==> src/hw/rtl/psc_pkg.sv <==
// Shared types and constants for the pursuit steering controller.
// No dependencies; every other file uses it by scoped names.
package psc_pkg;

  localparam int unsigned PosW     = 16;
  localparam int unsigned DiffW    = 17;
  localparam int unsigned CordW    = 28;
  localparam int unsigned AngW     = 21;
  localparam int unsigned DistW    = 18;
  localparam int unsigned ErrW     = 18;
  localparam int unsigned StepIdxW = 5;
  localparam int unsigned CfgIdxW  = 3;
  localparam int unsigned CfgDataW = 16;

  localparam logic signed [AngW-1:0] PiQ16        = 21'sd205887;
  localparam logic signed [19:0]     PiQ13        = 20'sd25736;
  localparam logic signed [19:0]     TwoPiQ13     = 20'sd51472;
  localparam logic [ErrW-1:0]        QuarterPiQ13 = 18'd6434;
  localparam logic [15:0]            InvKQ16      = 16'd39797;
  localparam logic [14:0]            Point3Q16    = 15'd19661;

  // configuration register indexes
  localparam logic [CfgIdxW-1:0] RegLinGain  = 3'd0;
  localparam logic [CfgIdxW-1:0] RegAngGain  = 3'd1;
  localparam logic [CfgIdxW-1:0] RegDistDz   = 3'd2;
  localparam logic [CfgIdxW-1:0] RegAngDz    = 3'd3;
  localparam logic [CfgIdxW-1:0] RegLinLimit = 3'd4;
  localparam logic [CfgIdxW-1:0] RegAngLimit = 3'd5;

  localparam logic FuncFollower = 1'b0;
  localparam logic FuncLeader   = 1'b1;

  typedef struct packed {
    logic                   func;
    logic signed [PosW-1:0] pos_x;
    logic signed [PosW-1:0] pos_y;
    logic signed [PosW-1:0] heading;
  } in_t;

  typedef struct packed {
    logic [14:0]        linear_speed;
    logic signed [15:0] angular_speed;
  } out_t;

  // leader job handed from front to back
  typedef struct packed {
    logic signed [DiffW-1:0] dx;
    logic signed [DiffW-1:0] dy;
    logic signed [PosW-1:0]  hdg;
  } job_t;

  typedef struct packed {
    logic [15:0] linear_gain;
    logic [15:0] angular_gain;
    logic [14:0] distance_deadzone;
    logic [14:0] err_deadzone;
    logic [14:0] linear_limit;
    logic [14:0] angular_limit;
  } cfg_t;

  // arctan(2^-i) in radians * 2^16
  function automatic logic [AngW-1:0] atan_lut(input logic [StepIdxW-1:0] idx);
    logic [AngW-1:0] r;
    unique case (idx)
      5'd0:    r = 21'd51472;
      5'd1:    r = 21'd30386;
      5'd2:    r = 21'd16055;
      5'd3:    r = 21'd8150;
      5'd4:    r = 21'd4091;
      5'd5:    r = 21'd2047;
      5'd6:    r = 21'd1024;
      5'd7:    r = 21'd512;
      5'd8:    r = 21'd256;
      5'd9:    r = 21'd128;
      5'd10:   r = 21'd64;
      5'd11:   r = 21'd32;
      5'd12:   r = 21'd16;
      5'd13:   r = 21'd8;
      5'd14:   r = 21'd4;
      5'd15:   r = 21'd2;
      5'd16:   r = 21'd1;
      default: r = 21'd0;
    endcase
    return r;
  endfunction

endpackage

==> src/hw/rtl/psc_queue.sv <==
// Two-entry job queue between front and back.
// Depends on psc_pkg for the job type.
module psc_queue (
  input  logic          clk_i,
  input  logic          rst_ni,
  input  logic          push_i,
  input  psc_pkg::job_t push_data_i,
  output logic          full_o,
  input  logic          pop_i,
  output logic          valid_o,
  output psc_pkg::job_t pop_data_o
);

  psc_pkg::job_t mem_q [2];
  logic       wr_ptr_q, wr_ptr_d;
  logic       rd_ptr_q, rd_ptr_d;
  logic [1:0] cnt_q, cnt_d;
  logic       do_push, do_pop;

  assign full_o     = cnt_q == 2'd2;
  assign valid_o    = cnt_q != 2'd0;
  assign do_push    = push_i && !full_o;
  assign do_pop     = pop_i && valid_o;
  assign pop_data_o = mem_q[rd_ptr_q];

  always_comb begin
    wr_ptr_d = wr_ptr_q ^ do_push;
    rd_ptr_d = rd_ptr_q ^ do_pop;
    cnt_d    = cnt_q + 2'(do_push) - 2'(do_pop);
  end

  always_ff @(posedge clk_i or negedge rst_ni) begin
    if (!rst_ni) begin
      wr_ptr_q <= 1'b0;
      rd_ptr_q <= 1'b0;
      cnt_q    <= 2'd0;
    end else begin
      wr_ptr_q <= wr_ptr_d;
      rd_ptr_q <= rd_ptr_d;
      cnt_q    <= cnt_d;
    end
  end

  always_ff @(posedge clk_i) begin
    if (do_push) begin
      mem_q[wr_ptr_q] <= push_data_i;
    end
  end

endmodule

==> src/hw/rtl/psc_front.sv <==
// Front end: accepts pose beats, latches follower pose, issues leader jobs.
// Depends on psc_pkg.
module psc_front (
  input  logic          clk_i,
  input  logic          rst_ni,
  input  logic          push_i,
  input  psc_pkg::in_t  in_data_i,
  output logic          full_o,
  output logic          job_push_o,
  output psc_pkg::job_t job_o,
  input  logic          job_full_i
);

  logic signed [15:0] fol_x_q, fol_y_q, fol_hdg_q;
  logic               accept;

  // full follows the job queue for both kinds of beat
  assign full_o     = job_full_i;
  assign accept     = push_i && !job_full_i;
  assign job_push_o = accept && (in_data_i.func == psc_pkg::FuncLeader);

  assign job_o.dx  = 17'(in_data_i.pos_x) - 17'(fol_x_q);
  assign job_o.dy  = 17'(in_data_i.pos_y) - 17'(fol_y_q);
  assign job_o.hdg = fol_hdg_q;

  always_ff @(posedge clk_i or negedge rst_ni) begin
    if (!rst_ni) begin
      fol_x_q   <= '0;
      fol_y_q   <= '0;
      fol_hdg_q <= '0;
    end else if (accept && in_data_i.func == psc_pkg::FuncFollower) begin
      fol_x_q   <= in_data_i.pos_x;
      fol_y_q   <= in_data_i.pos_y;
      fol_hdg_q <= in_data_i.heading;
    end
  end

endmodule

==> src/hw/rtl/psc_back.sv <==
// Back end: iterative vectoring CORDIC, gain/clamp arithmetic, result register.
// Depends on psc_pkg.
module psc_back #(
  parameter int unsigned CORDIC_STEPS = 16
) (
  input  logic          clk_i,
  input  logic          rst_ni,
  input  psc_pkg::cfg_t cfg_i,
  input  logic          job_valid_i,
  input  psc_pkg::job_t job_i,
  output logic          job_pop_o,
  output logic          empty_o,
  input  logic          pop_i,
  output psc_pkg::out_t out_data_o
);

  typedef enum logic [4:0] {
    S_IDLE = 5'b00001,
    S_ROT  = 5'b00010,
    S_MAG  = 5'b00100,
    S_MUL  = 5'b01000,
    S_FIN  = 5'b10000
  } state_e;

  localparam logic [psc_pkg::StepIdxW-1:0] LastStep =
    psc_pkg::StepIdxW'(CORDIC_STEPS - 1);

  state_e state_q, state_d;
  logic [psc_pkg::StepIdxW-1:0] cnt_q;
  logic signed [psc_pkg::CordW-1:0] x_q, y_q;
  logic signed [psc_pkg::AngW-1:0]  z_q;
  logic                             zero_q;
  logic signed [psc_pkg::PosW-1:0]  hdg_q;
  logic [psc_pkg::DistW-1:0]        dist_q;
  logic signed [psc_pkg::ErrW-1:0]  err_q;
  logic [22:0]                      lin_p_q;
  logic signed [21:0]               ang_p_q;
  logic                             dz_q, adz_q, big_q;
  logic                             res_valid_q;
  psc_pkg::out_t                    res_q;

  // load / pre-rotation
  logic signed [psc_pkg::CordW-1:0] x0, y0;
  logic signed [psc_pkg::AngW-1:0]  z0;
  // rotation step
  logic signed [psc_pkg::CordW-1:0] xs, ys, x_n, y_n;
  logic signed [psc_pkg::AngW-1:0]  a_i, z_n;
  // magnitude and heading error
  logic [43:0]                      mag_p;
  logic signed [psc_pkg::AngW-1:0]  z_r;
  logic signed [19:0]               err_raw, err_w;
  logic [psc_pkg::DistW-1:0]        dist_w;
  logic signed [psc_pkg::ErrW-1:0]  err_m;
  logic [psc_pkg::ErrW-1:0]         aerr;
  // products
  logic [34:0]                      lin_prod;
  logic signed [35:0]               ang_prod;
  // final
  logic [14:0]                      lin_c;
  logic signed [21:0]               ang_c, lim_pos, lim_neg;
  logic [30:0]                      scale_p;
  logic [14:0]                      lin_f;
  logic                             fin_go;

  always_comb begin
    x0 = psc_pkg::CordW'(job_i.dx) <<< 8;
    y0 = psc_pkg::CordW'(job_i.dy) <<< 8;
    z0 = '0;
    if (job_i.dx < 0) begin
      z0 = (job_i.dy >= 0) ? psc_pkg::PiQ16 : -psc_pkg::PiQ16;
      x0 = -x0;
      y0 = -y0;
    end
  end

  always_comb begin
    xs  = x_q >>> cnt_q;
    ys  = y_q >>> cnt_q;
    a_i = psc_pkg::atan_lut(cnt_q);
    if (y_q > 0) begin
      x_n = x_q + ys;
      y_n = y_q - xs;
      z_n = z_q + a_i;
    end else begin
      x_n = x_q - ys;
      y_n = y_q + xs;
      z_n = z_q - a_i;
    end
  end

  always_comb begin
    mag_p   = 44'(unsigned'(x_q)) * 44'(psc_pkg::InvKQ16) + 44'(24'h800000);
    z_r     = (z_q + psc_pkg::AngW'(4)) >>> 3;
    err_raw = zero_q ? -20'(hdg_q) : 20'(z_r) - 20'(hdg_q);
    if (err_raw > psc_pkg::PiQ13) begin
      err_w = err_raw - psc_pkg::TwoPiQ13;
    end else if (err_raw <= -psc_pkg::PiQ13) begin
      err_w = err_raw + psc_pkg::TwoPiQ13;
    end else begin
      err_w = err_raw;
    end
    err_m  = psc_pkg::ErrW'(err_w);
    dist_w = zero_q ? '0 : mag_p[24 +: psc_pkg::DistW];
  end

  always_comb begin
    lin_prod = 35'(dist_q) * 35'(cfg_i.linear_gain) + 35'(2048);
    ang_prod = 36'(err_q) * signed'({20'd0, cfg_i.angular_gain}) + 36'sd4096;
    aerr     = err_q[psc_pkg::ErrW-1] ? psc_pkg::ErrW'(-err_q) : psc_pkg::ErrW'(err_q);
  end

  always_comb begin
    lin_c   = (lin_p_q > 23'(cfg_i.linear_limit)) ? cfg_i.linear_limit : lin_p_q[14:0];
    lim_pos = 22'(cfg_i.angular_limit);
    lim_neg = -lim_pos;
    if (adz_q) begin
      ang_c = '0;
    end else if (ang_p_q > lim_pos) begin
      ang_c = lim_pos;
    end else if (ang_p_q < lim_neg) begin
      ang_c = lim_neg;
    end else begin
      ang_c = ang_p_q;
    end
    scale_p = 31'(lin_c) * 31'(psc_pkg::Point3Q16) + 31'(32768);
    lin_f   = big_q ? scale_p[16 +: 15] : lin_c;
    fin_go  = (state_q == S_FIN) && !res_valid_q;
  end

  assign job_pop_o  = (state_q == S_IDLE) && job_valid_i;
  assign empty_o    = !res_valid_q;
  assign out_data_o = res_q;

  always_comb begin
    state_d = state_q;
    unique case (state_q)
      S_IDLE: if (job_valid_i) state_d = S_ROT;
      S_ROT:  if (cnt_q == LastStep) state_d = S_MAG;
      S_MAG:  state_d = S_MUL;
      S_MUL:  state_d = S_FIN;
      S_FIN:  if (!res_valid_q) state_d = S_IDLE;
      default: state_d = S_IDLE;
    endcase
  end

  always_ff @(posedge clk_i or negedge rst_ni) begin
    if (!rst_ni) begin
      state_q     <= S_IDLE;
      cnt_q       <= '0;
      res_valid_q <= 1'b0;
    end else begin
      state_q <= state_d;
      if (state_q == S_IDLE) begin
        cnt_q <= '0;
      end else if (state_q == S_ROT) begin
        cnt_q <= cnt_q + 1'b1;
      end
      if (fin_go) begin
        res_valid_q <= 1'b1;
      end else if (pop_i) begin
        res_valid_q <= 1'b0;
      end
    end
  end

  always_ff @(posedge clk_i) begin
    unique case (state_q)
      S_IDLE: begin
        x_q    <= x0;
        y_q    <= y0;
        z_q    <= z0;
        zero_q <= (job_i.dx == 0) && (job_i.dy == 0);
        hdg_q  <= job_i.hdg;
      end
      S_ROT: begin
        x_q <= x_n;
        y_q <= y_n;
        z_q <= z_n;
      end
      S_MAG: begin
        dist_q <= dist_w;
        err_q  <= err_m;
      end
      S_MUL: begin
        lin_p_q <= lin_prod[12 +: 23];
        ang_p_q <= ang_prod[13 +: 22];
        dz_q    <= dist_q < psc_pkg::DistW'(cfg_i.distance_deadzone);
        adz_q   <= aerr < psc_pkg::ErrW'(cfg_i.err_deadzone);
        big_q   <= aerr > psc_pkg::QuarterPiQ13;
      end
      S_FIN: begin
        if (fin_go) begin
          res_q.linear_speed  <= dz_q ? '0 : lin_f;
          res_q.angular_speed <= dz_q ? '0 : 16'(ang_c);
        end
      end
      default: ;
    endcase
  end

endmodule

==> src/hw/rtl/pursuit_steering_controller_top.sv <==
// Pursuit steering controller: pose beats in, velocity command beats out.
// Uses psc_pkg, psc_front, psc_queue and psc_back.
//
// Input: push/full queue write. func 0 latches the follower pose and
// yields nothing; func 1 (leader) yields one command on the output queue.
// Output: empty/pop queue read; out_data_o holds the oldest result while
// empty is low.
// Config: cfg_valid/cfg_ready, always ready; write only when idle.
// Unknown indexes are dropped.
// Flow: a leader beat is written into the job queue, loaded by the back end
// in IDLE, rotated for CORDIC_STEPS iterations in ROT, then passed through MAG,
// MUL and FIN into the result register. The back end takes one leader beat at a
// time on the single shared CORDIC rotator; follower beats stay in the front end.
// Two jobs can queue up in front of the back end; when the result is not
// popped the back end holds in its final stage and the queue fills, then
// full rises.
// Reset: registers return to their defaults, follower pose goes to zero,
// both queues empty.
module pursuit_steering_controller_top #(
  parameter int unsigned CORDIC_STEPS = 16
) (
  input  logic                             clk_i,
  input  logic                             rst_ni,
  input  logic                             push,
  output logic                             full,
  input  psc_pkg::in_t                     in_data_i,
  output logic                             empty,
  input  logic                             pop,
  output psc_pkg::out_t                    out_data_o,
  input  logic                             cfg_valid,
  output logic                             cfg_ready,
  input  logic [psc_pkg::CfgIdxW-1:0]      cfg_index_i,
  input  logic [psc_pkg::CfgDataW-1:0]     cfg_data_i
);

  psc_pkg::cfg_t cfg_q;
  psc_pkg::job_t job_in, job_out;
  logic          job_push, job_full, job_valid, job_pop;

  assign cfg_ready = 1'b1;

  always_ff @(posedge clk_i or negedge rst_ni) begin
    if (!rst_ni) begin
      cfg_q.linear_gain       <= 16'd3277;
      cfg_q.angular_gain      <= 16'd16384;
      cfg_q.distance_deadzone <= 15'd102;
      cfg_q.err_deadzone      <= 15'd164;
      cfg_q.linear_limit      <= 15'd4096;
      cfg_q.angular_limit     <= 15'd20480;
    end else if (cfg_valid && cfg_ready) begin
      unique case (cfg_index_i)
        psc_pkg::RegLinGain:  cfg_q.linear_gain       <= cfg_data_i;
        psc_pkg::RegAngGain:  cfg_q.angular_gain      <= cfg_data_i;
        psc_pkg::RegDistDz:   cfg_q.distance_deadzone <= cfg_data_i[14:0];
        psc_pkg::RegAngDz:    cfg_q.err_deadzone      <= cfg_data_i[14:0];
        psc_pkg::RegLinLimit: cfg_q.linear_limit      <= cfg_data_i[14:0];
        psc_pkg::RegAngLimit: cfg_q.angular_limit     <= cfg_data_i[14:0];
        default: ;
      endcase
    end
  end

  psc_front u_front (
    .clk_i      (clk_i),
    .rst_ni     (rst_ni),
    .push_i     (push),
    .in_data_i  (in_data_i),
    .full_o     (full),
    .job_push_o (job_push),
    .job_o      (job_in),
    .job_full_i (job_full)
  );

  psc_queue u_queue (
    .clk_i       (clk_i),
    .rst_ni      (rst_ni),
    .push_i      (job_push),
    .push_data_i (job_in),
    .full_o      (job_full),
    .pop_i       (job_pop),
    .valid_o     (job_valid),
    .pop_data_o  (job_out)
  );

  psc_back #(
    .CORDIC_STEPS (CORDIC_STEPS)
  ) u_back (
    .clk_i       (clk_i),
    .rst_ni      (rst_ni),
    .cfg_i       (cfg_q),
    .job_valid_i (job_valid),
    .job_i       (job_out),
    .job_pop_o   (job_pop),
    .empty_o     (empty),
    .pop_i       (pop),
    .out_data_o  (out_data_o)
  );

  // a waiting command never exceeds its clamps
  a_lin_clamp: assert property (@(posedge clk_i) disable iff (!rst_ni)
    !empty |-> out_data_o.linear_speed <= cfg_q.linear_limit)
    else $error("linear speed above limit");

  a_ang_clamp: assert property (@(posedge clk_i) disable iff (!rst_ni)
    !empty |-> ($signed(17'(out_data_o.angular_speed)) <= $signed({2'b00, cfg_q.angular_limit})
             && $signed(17'(out_data_o.angular_speed)) >= -$signed({2'b00, cfg_q.angular_limit})))
    else $error("angular speed outside limit");

  // a job only leaves the queue when one is there
  a_job_pop: assert property (@(posedge clk_i) disable iff (!rst_ni)
    job_pop |-> job_valid)
    else $error("job popped from empty queue");

endmodule
==> config.mk <==
export PLATFORM = sky130hd
export DESIGN_NAME = pursuit_steering_controller_top
export DESIGN_NICKNAME = d
export VERILOG_FILES = /design/src/hw/rtl/psc_pkg.sv /design/src/hw/rtl/psc_queue.sv /design/src/hw/rtl/psc_front.sv /design/src/hw/rtl/psc_back.sv /design/src/hw/rtl/pursuit_steering_controller_top.sv
export SDC_FILE = /design/constraint.sdc
export NUM_CORES = 2
export LEC_CHECK = 0
export ABC_AREA = 1
export BUFFER_PORTS_ARGS = -buffer_cell sky130_fd_sc_hd__buf_2
export CORE_ASPECT_RATIO = 1.1
export CORE_MARGIN = 10
export CORE_UTILIZATION = 59
export CTS_BUF_LIST = sky130_fd_sc_hd__clkbuf_2
export CTS_CLUSTER_SIZE = 28
export DETAILED_ROUTE_END_ITERATION = 12
export PLACE_DENSITY = 0.81
export SLEW_MARGIN = 20
export SYNTH_ARGS = -nofsm -noshare
export SYNTH_HDL_FRONTEND = slang
export SYNTH_SLANG_ARGS = --single-unit
==> constraint.sdc <==
create_clock -name clk_i -period 11.65 [get_ports clk_i]
set_clock_uncertainty 0.15 [all_clocks]
set_input_delay 1.165 -clock clk_i [delete_from_list [all_inputs] [get_ports clk_i]]
set_output_delay 1.165 -clock clk_i [all_outputs]
set_load 0.01 [all_outputs]
== Word level (Yosys, flattened, before mapping) ==
Memories as Yosys holds them, arrays and structs flattened.
Index checks and enable logic that the tools add are counted.
Widths: inputs -> output; s select.
Cells by class
  add/subtract/negate cells: 24
  multiply operators: 4
  magnitude comparators: 11
  equality and inequality tests: 15
  shift operators: 2
  mux-type cells: 28
  bitwise logic cells: 3
  reductions and logical operators: 26
Operators by type and width (number)
  $mux 28: 4
  $pmux 28 s2: 2
  $logic_not 32->1: 2
  $mux 21: 3
  $add 28x28->28: 2
  $neg 25->28: 2
  $sshr 28x5->28: 2
  $sub 28x28->28: 2
  $mux 18: 3
  $mux 15: 3
  $add 42x24->42 const B: 1
  $mul 28x16->42 const B: 1
  $pmux 21 s2: 1
  $lt 18x15->1: 2
  $add 34x12->35 const B: 1
  $add 35x14->35 const B: 1
  $mul 18x17->35: 1
  $mul 18x16->34: 1
  $sub 16x16->17: 2
  $add 30x16->31 const B: 1
  $mul 15x15->30 const B: 1
  $gt 28x1->1 const B: 1
  $mux 5: 5
  $pmux 5 s5: 1
  other kinds (44): 68
Word-level totals
  flip-flop bits (word level): 364
  RAM bits: 100
  bits in read-only memories: 512
  input bits: 73
  output and inout port bits: 34
  logic and storage cells: 145
  memories kept: 2
Memory list
  (name not given): words 32, bits a word 16, rd ports 1, clocked after memory_dff 0, wr ports 0, line psc_pkg.sv:64  | unique case (idx)
  u_queue.mem_q: words 2, bits a word 50, rd ports 1, clocked after memory_dff 0, wr ports 1, line psc_queue.sv:14  | psc_pkg::job_t mem_q [2];

== Longest topological paths before layout ==
  word-level depth: 7
  gate-level depth with buffers: 36
  gate-level depth less buffers: 35

== Cells and area by module ==
A second synthesis with hierarchy kept.
Unflattened totals
  cells, all modules: 8827
  area total of the unflattened synthesis: 68515.7 um^2
By module, submodules not included
  psc_back: instances 1, cells each 7546, area an instance 57030.9 um^2, sequential area each 6552.5 um^2
  psc_queue: instances 1, cells each 292, area an instance 3920.0 um^2, sequential area each 3103.0 um^2
  psc_front: instances 1, cells each 578, area an instance 3903.7 um^2, sequential area each 1201.2 um^2
  pursuit_steering_controller_top: instances 1, cells each 411, area an instance 3661.0 um^2, sequential area each 2324.7 um^2

== Worst setup path after synthesis ==
Ideal clock, no wire load.
  path type: reg2reg
  from: reg cfg_q[27] (netlist name)
  to: reg u_back.res_q, in the netlist u_back.out_data_o[26], data pin
  library setup time: 0.258 ns
  data arrival time: 6.617 ns
  data required time: 11.242 ns
  path slack: 4.625 ns
  stages on the path, launching flop included: 34
  path buffers: 1
  clock period less this slack: 7.025 ns
  cells stage by stage: dfstp_2 > inv_1 > ha_1 > nand2_1 > nor2_1 > nand3_1 > nor2_1 > nand2_1 > nand2_1 > nand2_1 > clkbuf_1 > o21ai_0 > ha_1 > xor2_1 > ha_1 > a21oi_1 > fa_1 > inv_1 > fa_1 > fa_1 > inv_1 > fa_1 > inv_1 > ha_1 > nand2_1 > nor2_1 > inv_1 > nor4_1 > nand4_1 > nand2_1 > nand2_1 > nand3_1 > nand2_1 > o221a_2
On the way
  longest elaborated chain between the ends: 5
RTL lines
  from (decl): line pursuit_steering_controller_top.sv:36  | psc_pkg::cfg_t cfg_q;
  $gt 23x15->1: line psc_back.sv:113  | lin_c = (lin_p_q > 23'(cfg_i.linear_limit)) ? cfg_i.linear_limit : lin_p_q[14:0];
  $mux 15 (*): line psc_back.sv:113
  $mul 15x15->30: line psc_back.sv:125  | scale_p = 31'(lin_c) * 31'(psc_pkg::Point3Q16) + 31'(32768);
  $add 30x16->31: line psc_back.sv:125
  $mux 15 (*): line psc_back.sv:126  | lin_f = big_q ? scale_p[16 +: 15] : lin_c;
  to (decl): line psc_back.sv:40  | psc_pkg::out_t res_q;
Every way passes the cells marked *; elsewhere a longest branch is shown, timed or not.
A chain may end at the register's enable or synchronous reset.

== Final worst setup path ==
Ends and elaborated chain as after synthesis.

==> metrics.txt <==
classification of the worst setup path=flip-flop to flip-flop; post-synthesis sequential element count=about 460; type of element capturing the critical path=flip-flop; DRC Markers=0; TritonCTS clock tree=yes; setup repair after global routing missed its margin=false; worst-margin pin slew=1.13 ns; vias per cell=5.58; Synth warnings=0; die outline area=127000 µm²; critical path fanouts, max=28; final setup violation count=0; Clk Tree Root Cell=clkbuf_2; clock net sink count=464; Syn Inst Count=8351; global placer's final weighted congestion=0.985; Cell Count, Final, Fillers Out=10100; sum of overflow across all layers after global routing=0; number of nets in the layout=10000; length of the first detailed-routing pass in iterations=6; # placed instances=9739; share of the yosys chip area belonging to registers=19.7%; antenna violations before repair=3; count of buffers from port buffering=approximately 110; clock transition at the registers of the reported paths=0.10 ns; family with the most delay on the worst path=adder cells; share of the clock period used by the worst path after layout=approximately 71%; critical path buffer and inverter count=6; Mean Syn Cell Area=8.02 µm²; Max Slew Vio Count=0; count of flip-flops with a built-in enable after synthesis=309; Worst path most repeated cell=nand2_1; vertical extent of the die=between 300 and 400 µm; number of vias after detailed routing=~56000; total standard cell area after synthesis=around 67000 µm²; cell type with the highest aggregate area in the netlist=fa_1; Post-CTS Setup Repair Bufs=0; combinational family with the most area after synthesis=adder cells; chip width=341 µm; basic-gate share of the synthesized area counting and, or, nand and nor cells=17.0%; Peak Freq=0.122 GHz; mean routed wirelength per cell=around 18 µm; xor-xnor portion of the synthesized cell area=3.07%; worst-skew pair later-pin latency=1.58 ns; hold buffers post-CTS=68; global-route wire length before repair=291000 µm; # fillers=9698; MaxCap Viol Count=0; area fraction of the dominant cell type after synthesis=23.4%; Max stage delay on crit path=0.98 ns; # rows=129; predominant post-synthesis flop cell=edfxtp_1; path type of the worst min-delay path=input port to flip-flop; final hold violations=0; nets in the synthesized netlist=9960; arithmetic-cell share of the synthesized area counting full adders, half adders and majority gates=37.5%; synthesized-area fraction occupied by ao, oa, aoi and oai cells=10.1%; fraction of synthesized area in multiplexers=0.702%; Required @ worst endpoint=approximately 13 ns; startpoint class of the critical path=flip-flop; deepest level of the CTS H-tree=4; violation count after the first detailed-routing iteration=4468; worst-path cell with the longest stage delay=o21ai_1; core area=113000 µm²; fraction of layout instances using a drive strength above 1=~6.3%; pin count of the biggest net entering global routing=81; area growth from synthesis to layout=5.53%; DRT Wirelength=around 180000 µm; Synth async-reset ratio=33.4%; starting utilization of the core area=between 50% and 60%; result of the run=finished, final reports clean; count of pins on the block boundary=107; final worst path period need=roughly 8.2 ns; arrival time at the worst endpoint=roughly 9.3 ns; via count of the first global-routing pass=slightly below 60000; leading post-synthesis cells by cell area=fa_1 (23%), ha_1 (14%), edfxtp_1 (14%), nand2_1 (10%), inv_1 (10%); Clock Path Buffers=3; TritonCTS Buffers=130; post-layout utilization of the core=62.8%; HPWL after DPL=140000 µm; Antenna Nets Post-Route=0; global-route usage over all layers=28.0%; Total Negative Setup Slacks=0 ns; Post-CTS Resized=0; headroom to the max-slew limit=24.4%; distinct cell type count after synthesis=78
-- logic make-up (layout without fill, tap and decap cells) --
family | Yosys count | in the layout
mux | 45 | 45
other cells | 1 | 8
flops | 464 | 464
xor+xnor | 234 | 234
fa+ha+maj | 1536 | 1536
buf+inv | 2102 | 2293
simple gates | 2762 | 2762
compound gates | 1207 | 1207
-- per-stage QoR --
stage	hold WS, ns	worst slack [ns]	cell area [µm²]
floorplan	0.287	4.63	67000
global placement	0.294	3.33	68600
detailed placement	0.306	3.50	68700
CTS	0.0493	3.47	70700
global route	0.112	2.81	70700
finish	0.201	3.42	70700
-- cell type report --
cell class / instances / area, µm² / area share [%]
Multi-Input combinational cell: 5785 / 45800 / 64.8
Sequential cell: 464 / 13200 / 18.6
Inverter: 1834 / 6890 / 9.74
Tap cell: 1506 / 1880 / 2.66
Timing Repair Buffer: 218 / 1590 / 2.25
Clock buffer: 191 / 956 / 1.35
Clock inverter: 50 / 373 / 0.527
Antenna cell: 7 / 17.5 / 0.0248
-- tightest hold or removal path, stage by stage --
cell	delay, ns
buf_2	0.08
inv_1	0.28
o21ai_0	0.27
-- registers in the layout, indices dropped and copies added, names as in the netlist, 18 cells and up --
register / cells
u_back.out_data_o: 31
u_back.x_q: 28
u_back.y_q: 28
cfg_q: 92
u_back.z_q: 21
u_back.ang_p_q: 22
u_queue.mem_q: 100
u_back.lin_p_q: 23
u_back.err_q: 18
u_back.dist_q: 18
-- cells in the mapped netlist, drive strengths merged (52+ instances only) --
cell type and count:
a21oi 469, buf 76, clkbuf 192, dfrtp 136
edfxtp 309, fa 783, ha 753, inv 1830
nand2 1871, nand3 282, nand4 59, nor2 407
nor3 64, o211ai 52, o21ai 508, xnor2 83
xor2 151
-- per-layer routing --
metal	vias to the layer above	share of wire [%]	track usage, %
met5	-	0.0073	0
met4	2	5.5	14.3
met3	603	7.0	4.23
met2	2264	50	49.3
met1	26800	38	32.7
li1	26500	-	-
-- worst paths after layout --
path / startpoint / end / slack, ns / cells past startpoint
max: cfg_q[27] / u_back.out_data_o[26] / 3.42 / 31
min reg2reg: u_queue.mem_q[0][14] / u_back.hdg_q[14] / 0.31 / 2
max in group asynchronous: rst_ni / cfg_q[65] / 9.06 / 5
min in group asynchronous: rst_ni / u_front.fol_hdg_q[15] / 0.51 / 3
max reg2reg: cfg_q[27] / u_back.out_data_o[26] / 3.42 / 31
min: cfg_data_i[6] / cfg_q[51] / 0.20 / 3
-- placed cells by master (no fill, tap or decap), types with 18 or more instances in the layout --
master	Yosys	final
xnor2_1	83	83
o211ai_1	44	44
a31oi_1	33	33
or2_2	21	21
nor3_1	61	61
buf_2	31	104
nand3_1	276	275
o21ai_0	432	429
buf_4	9	44
fa_1	783	783
o21ai_1	66	69
o21a_1	32	32
nor2_1	390	387
nand2_1	1851	1850
mux2i_1	29	29
a21oi_1	467	467
dlygate4sd3_1	0	67
o221ai_1	18	18
nand4_1	58	58
clkinv_1	4	25
inv_1	1812	1812
ha_1	753	751
nor4_1	24	21
edfxtp_1	309	309
dfrtp_1	136	133
clkbuf_2	0	191
xor2_1	150	150
a21o_1	20	20
dfstp_2	19	19
Power is not shown: default switching activity piles up to over one toggle a cycle in this logic, so the estimate is an artifact.
